$ cat src/fuut_pkg.sv
// Package for the first unique identifier tracker.
// Holds field widths, sighting class and seen count codes, and the control struct.
// No dependencies.
`default_nettype none

package fuut_pkg;

  localparam int unsigned ID_W         = 10;
  localparam int unsigned ID_COUNT_DEF = 1024;
  localparam int unsigned S_TDATA_W    = 16;
  localparam int unsigned M_TDATA_W    = 16;
  localparam int unsigned CLASS_W      = 2;
  localparam int unsigned COUNT_W      = 2;

  typedef logic [CLASS_W-1:0] sighting_class_t;
  localparam sighting_class_t CLASS_FIRST  = 2'd0;
  localparam sighting_class_t CLASS_SECOND = 2'd1;
  localparam sighting_class_t CLASS_REPEAT = 2'd2;

  typedef logic [COUNT_W-1:0] seen_count_t;
  localparam seen_count_t COUNT_NONE  = 2'd0;
  localparam seen_count_t COUNT_ONCE  = 2'd1;
  localparam seen_count_t COUNT_TWICE = 2'd2;

  // Write strobes and class produced by the list update logic.
  typedef struct packed {
    logic            count_we;
    logic            next_we;
    logic            prev_we;
    sighting_class_t cls;
  } upd_ctrl_t;

endpackage

`default_nettype wire

$ cat src/fuut_link_logic.sv
// Read-modify-write logic for the order list: classifies a sighting and works out
// the count and link writes and the new head, tail and empty flag. Uses fuut_pkg.
`default_nettype none

module fuut_link_logic
  import fuut_pkg::*;
#(
  parameter int unsigned IDX_W = 10
) (
  input  wire logic              in_range,
  input  wire seen_count_t       count_rd,
  input  wire logic [IDX_W-1:0]  prev_rd,
  input  wire logic [IDX_W-1:0]  next_rd,
  input  wire logic [IDX_W-1:0]  idx,
  input  wire logic [IDX_W-1:0]  head,
  input  wire logic [IDX_W-1:0]  tail,
  input  wire logic              empty,
  output upd_ctrl_t              ctrl,
  output seen_count_t            count_wdata,
  output logic      [IDX_W-1:0]  next_waddr,
  output logic      [IDX_W-1:0]  next_wdata,
  output logic      [IDX_W-1:0]  prev_waddr,
  output logic      [IDX_W-1:0]  prev_wdata,
  output logic      [IDX_W-1:0]  head_next,
  output logic      [IDX_W-1:0]  tail_next,
  output logic                   empty_next
);

  logic at_head;
  logic at_tail;

  assign at_head = (idx == head);
  assign at_tail = (idx == tail);

  always_comb begin
    ctrl        = '{count_we: 1'b0, next_we: 1'b0, prev_we: 1'b0, cls: CLASS_REPEAT};
    count_wdata = COUNT_ONCE;
    next_waddr  = tail;
    next_wdata  = idx;
    prev_waddr  = idx;
    prev_wdata  = tail;
    head_next   = head;
    tail_next   = tail;
    empty_next  = empty;
    priority if (in_range && count_rd == COUNT_NONE) begin
      // First sighting: append at the tail.
      ctrl.cls      = CLASS_FIRST;
      ctrl.count_we = 1'b1;
      count_wdata   = COUNT_ONCE;
      tail_next     = idx;
      if (empty) begin
        head_next  = idx;
        empty_next = 1'b0;
      end else begin
        ctrl.next_we = 1'b1;
        ctrl.prev_we = 1'b1;
      end
    end else if (in_range && count_rd == COUNT_ONCE) begin
      // Second sighting: unlink from the list.
      ctrl.cls      = CLASS_SECOND;
      ctrl.count_we = 1'b1;
      count_wdata   = COUNT_TWICE;
      next_waddr    = prev_rd;
      next_wdata    = next_rd;
      prev_waddr    = next_rd;
      prev_wdata    = prev_rd;
      if (at_head && at_tail) begin
        empty_next = 1'b1;
        head_next  = '0;
        tail_next  = '0;
      end else begin
        if (at_head) begin
          head_next = next_rd;
        end else begin
          ctrl.next_we = 1'b1;
        end
        if (at_tail) begin
          tail_next = prev_rd;
        end else begin
          ctrl.prev_we = 1'b1;
        end
      end
    end else begin
      ctrl.cls = CLASS_REPEAT;
    end
  end

endmodule

`default_nettype wire

$ cat config.mk
export PLATFORM = sky130hd
export DESIGN_NAME = fuut_link_logic
export DESIGN_NICKNAME = d
export VERILOG_FILES = /design/src/fuut_pkg.sv /design/src/fuut_link_logic.sv
export SDC_FILE = /design/constraint.sdc
export NUM_CORES = 1
export LEC_CHECK = 0
export BUFFER_PORTS_ARGS = -buffer_cell sky130_fd_sc_hd__buf_4
export CAP_MARGIN = 0
export CELL_PAD_IN_SITES_DETAIL_PLACEMENT = 2
export CELL_PAD_IN_SITES_GLOBAL_PLACEMENT = 2
export CORE_MARGIN = 2
export CORE_UTILIZATION = 16
export DETAILED_ROUTE_END_ITERATION = 8
export PLACE_DENSITY = 0.82
export SLEW_MARGIN = 30
export SYNTH_ARGS = -nofsm -noshare
export SYNTH_HDL_FRONTEND = slang
export SYNTH_SLANG_ARGS = --single-unit
export TNS_END_PERCENT = 5
$ cat constraint.sdc
create_clock -name vclk -period 2.1
set_clock_uncertainty 0.05 [all_clocks]
set_input_delay 0.315 -clock vclk [all_inputs]
set_output_delay 0.315 -clock vclk [all_outputs]
set_load 0.02 [all_outputs]
==> results_dict.tcl <==
set metrics [dict create \
    status "finished with violations" \
    failed_checks "negative setup slack" \
    synth_cells 222 \
    port_buffers 122 \
    crit_required_ns 1.74 \
    insertedDiodeCount 0 \
    grt_pass1_vias 2245 \
    leakagePower_uw 0.00142 \
    gp_congestion 0.795 \
    synth-warning-count 0 \
    path_depth 9 \
    die_w_um 92.4 \
    areaGrowthSynthToFinish_pct 116 \
    setup_viol 14 \
    placed_cell_area_um2 2350 \
    crit_family "buffers and inverters" \
    yosysTopAreaCellShare_pct 27.6 \
    stdcell_area_um2 2700 \
    synth_commonest_cells "nand2_1 (92), buf_4 (22), nor2_1 (12), nor3_1 (12), nand3_1 (11)" \
    drive_above_1_share_pct 57.4 \
    syn-cell-area_um2 1250 \
    routed_wl_mm 7.60 \
    max_slew_margin_pct 73.6 \
    cp-start-kind "input port" \
    dp_hpwl_mm 6.18 \
    drv_slew 0 \
    fillCellCount 929 \
    whs_ns 0.904 \
    drc 0 \
    drtAntennaViolNets 0 \
    finalHoldViolCount 0 \
    track_usage_pct 17.0 \
    vias_per_cell 4.51 \
    synth_area_leader_cell "nand2_1" \
    post_layout_nonfiller_instances 452 \
    dr.pass1.iters 4 \
    crit_top_cell "buf_4" \
    clock_buffers 0 \
    rows 32 \
    path_class "input port to output port" \
    seqCellArea_um2 0 \
    setup_ws_ns -0.113 \
    cpMaxStageDelayCell "nor4_4" \
    multi_input_area_um2 1240 \
    crit_chain "buf_4 > xnor2_2 > nand4_1 > buf_4 > nor4_4 > buf_6 > nor3_1 > a211oi_2 > buf_4" \
    period_needed_ns 2.21 \
    io_pins 122 \
    seq_cells 0 \
    drtIter0Drc 32 \
    fmax_mhz 452 \
    synth.distinct_cells 28 \
    critical_path.max_stage_delay_ns 0.32 \
    numPlacedInstances 448 \
    post_drt_wl_per_cell_um 16.8 \
    path_max_fanout 7 \
    post-route-period-util_pct 105 \
    core_area_um2 7650 \
    vdd_drop_max_mv 0.0804 \
    synth_most_common_cell "nand2_1" \
    antenna_found_initial 0 \
    synthTopCellsByArea "nand2_1 (28%), buf_4 (13%), xnor2_1 (7.0%), xor2_1 (7.0%), a211oi_1 (5.4%)" \
    critPathBufInv 4 \
    finalPower_uw 665 \
    power.density_nw_per_um2 246 \
    hp-class "input port to output port" \
    die_h_um 92.4 \
    syn_nets 276 \
    cp-end-kind "output port" \
    syn_avg_cell_area_um2 5.64 \
    initial_utilization_pct 16.4 \
    yosysSeqAreaShare_pct 0 \
    rsz0062_at_grt "yes" \
    worstPathArrival_ns 1.85 \
    drv_cap 0 \
    final_util_pct 35.3 \
    die_area_um2 8540 \
    max_slew.worst_pin.slew_ns 0.395 \
    nNetsFinal 406 \
    vias 2038 \
    hold_path_depth 4 \
    grt_start_max_net_pins 13 \
    overflow 0 \
    grt_first_pass_wirelength_mm 11.7 \
]
-- layout by cell type (no fill, tap or decap), drive strengths merged, types with 3 or more instances in the layout --
| cell type | instances |
|---|---|
| o21ai | 3 |
| a2bb2oi | 8 |
| inv | 4 |
| nor4 | 3 |
| xnor2 | 10 |
| nand3 | 11 |
| nand2 | 92 |
| nor3 | 12 |
| xor2 | 10 |
| a211oi | 9 |
| buf | 160 |
| a21oi | 4 |
| nor2 | 13 |
-- metal layers --
metal	GRT usage [%]	wire [µm]
met1	19.5	2940
met2	34.7	4220
met3	2.36	444
met4	0.249	0
met5	0	0
-- cell families (layout without fill, tap and decap cells) --
| logic type | after synthesis | count (layout) | synth area share [%] |
|---|---|---|---|
| simple gates | 138 | 138 | 48.0 |
| xor+xnor | 20 | 20 | 14.0 |
| compound gates | 28 | 28 | 19.1 |
| buf+inv | 36 | 164 | 18.9 |
-- area by class of cell --
type	instances	area share, %
tap	102	4.72
multi-input combinational	186	46.0
timing repair buffer	160	48.7
inverter	4	0.556
-- report_power, final --
part	internal (µW)	switching (µW)
Sequential	0	0
Clock	0	0
Combinational	317	348
Total	317	348
-- path summary, 6_finish.rpt --
kind / from / to / slack (ns)
max: idx[7] / head_next[3] / -0.11
min: prev_rd[2] / tail_next[2] / 0.90
-- stage by stage --
step | worst slack (ns) | setup TNS (ns)
after floorplan | -0.0307 | -0.246
after global placement | -0.158 | -2.47
after detailed placement | -0.195 | -3.08
final | -0.113 | -0.915
after CTS | -0.0981 | -1.34
after global routing | -0.225 | -2.90
-- repair_timing --
action	4_1_cts	5_1_grt
resized for setup	37	27
hold buffers	0	0
setup buffers	2	2
pin swaps	13	17
setup endpoints to repair	22	22
gates cloned	0	0
Note: power is estimated with default switching activity, not from simulation.
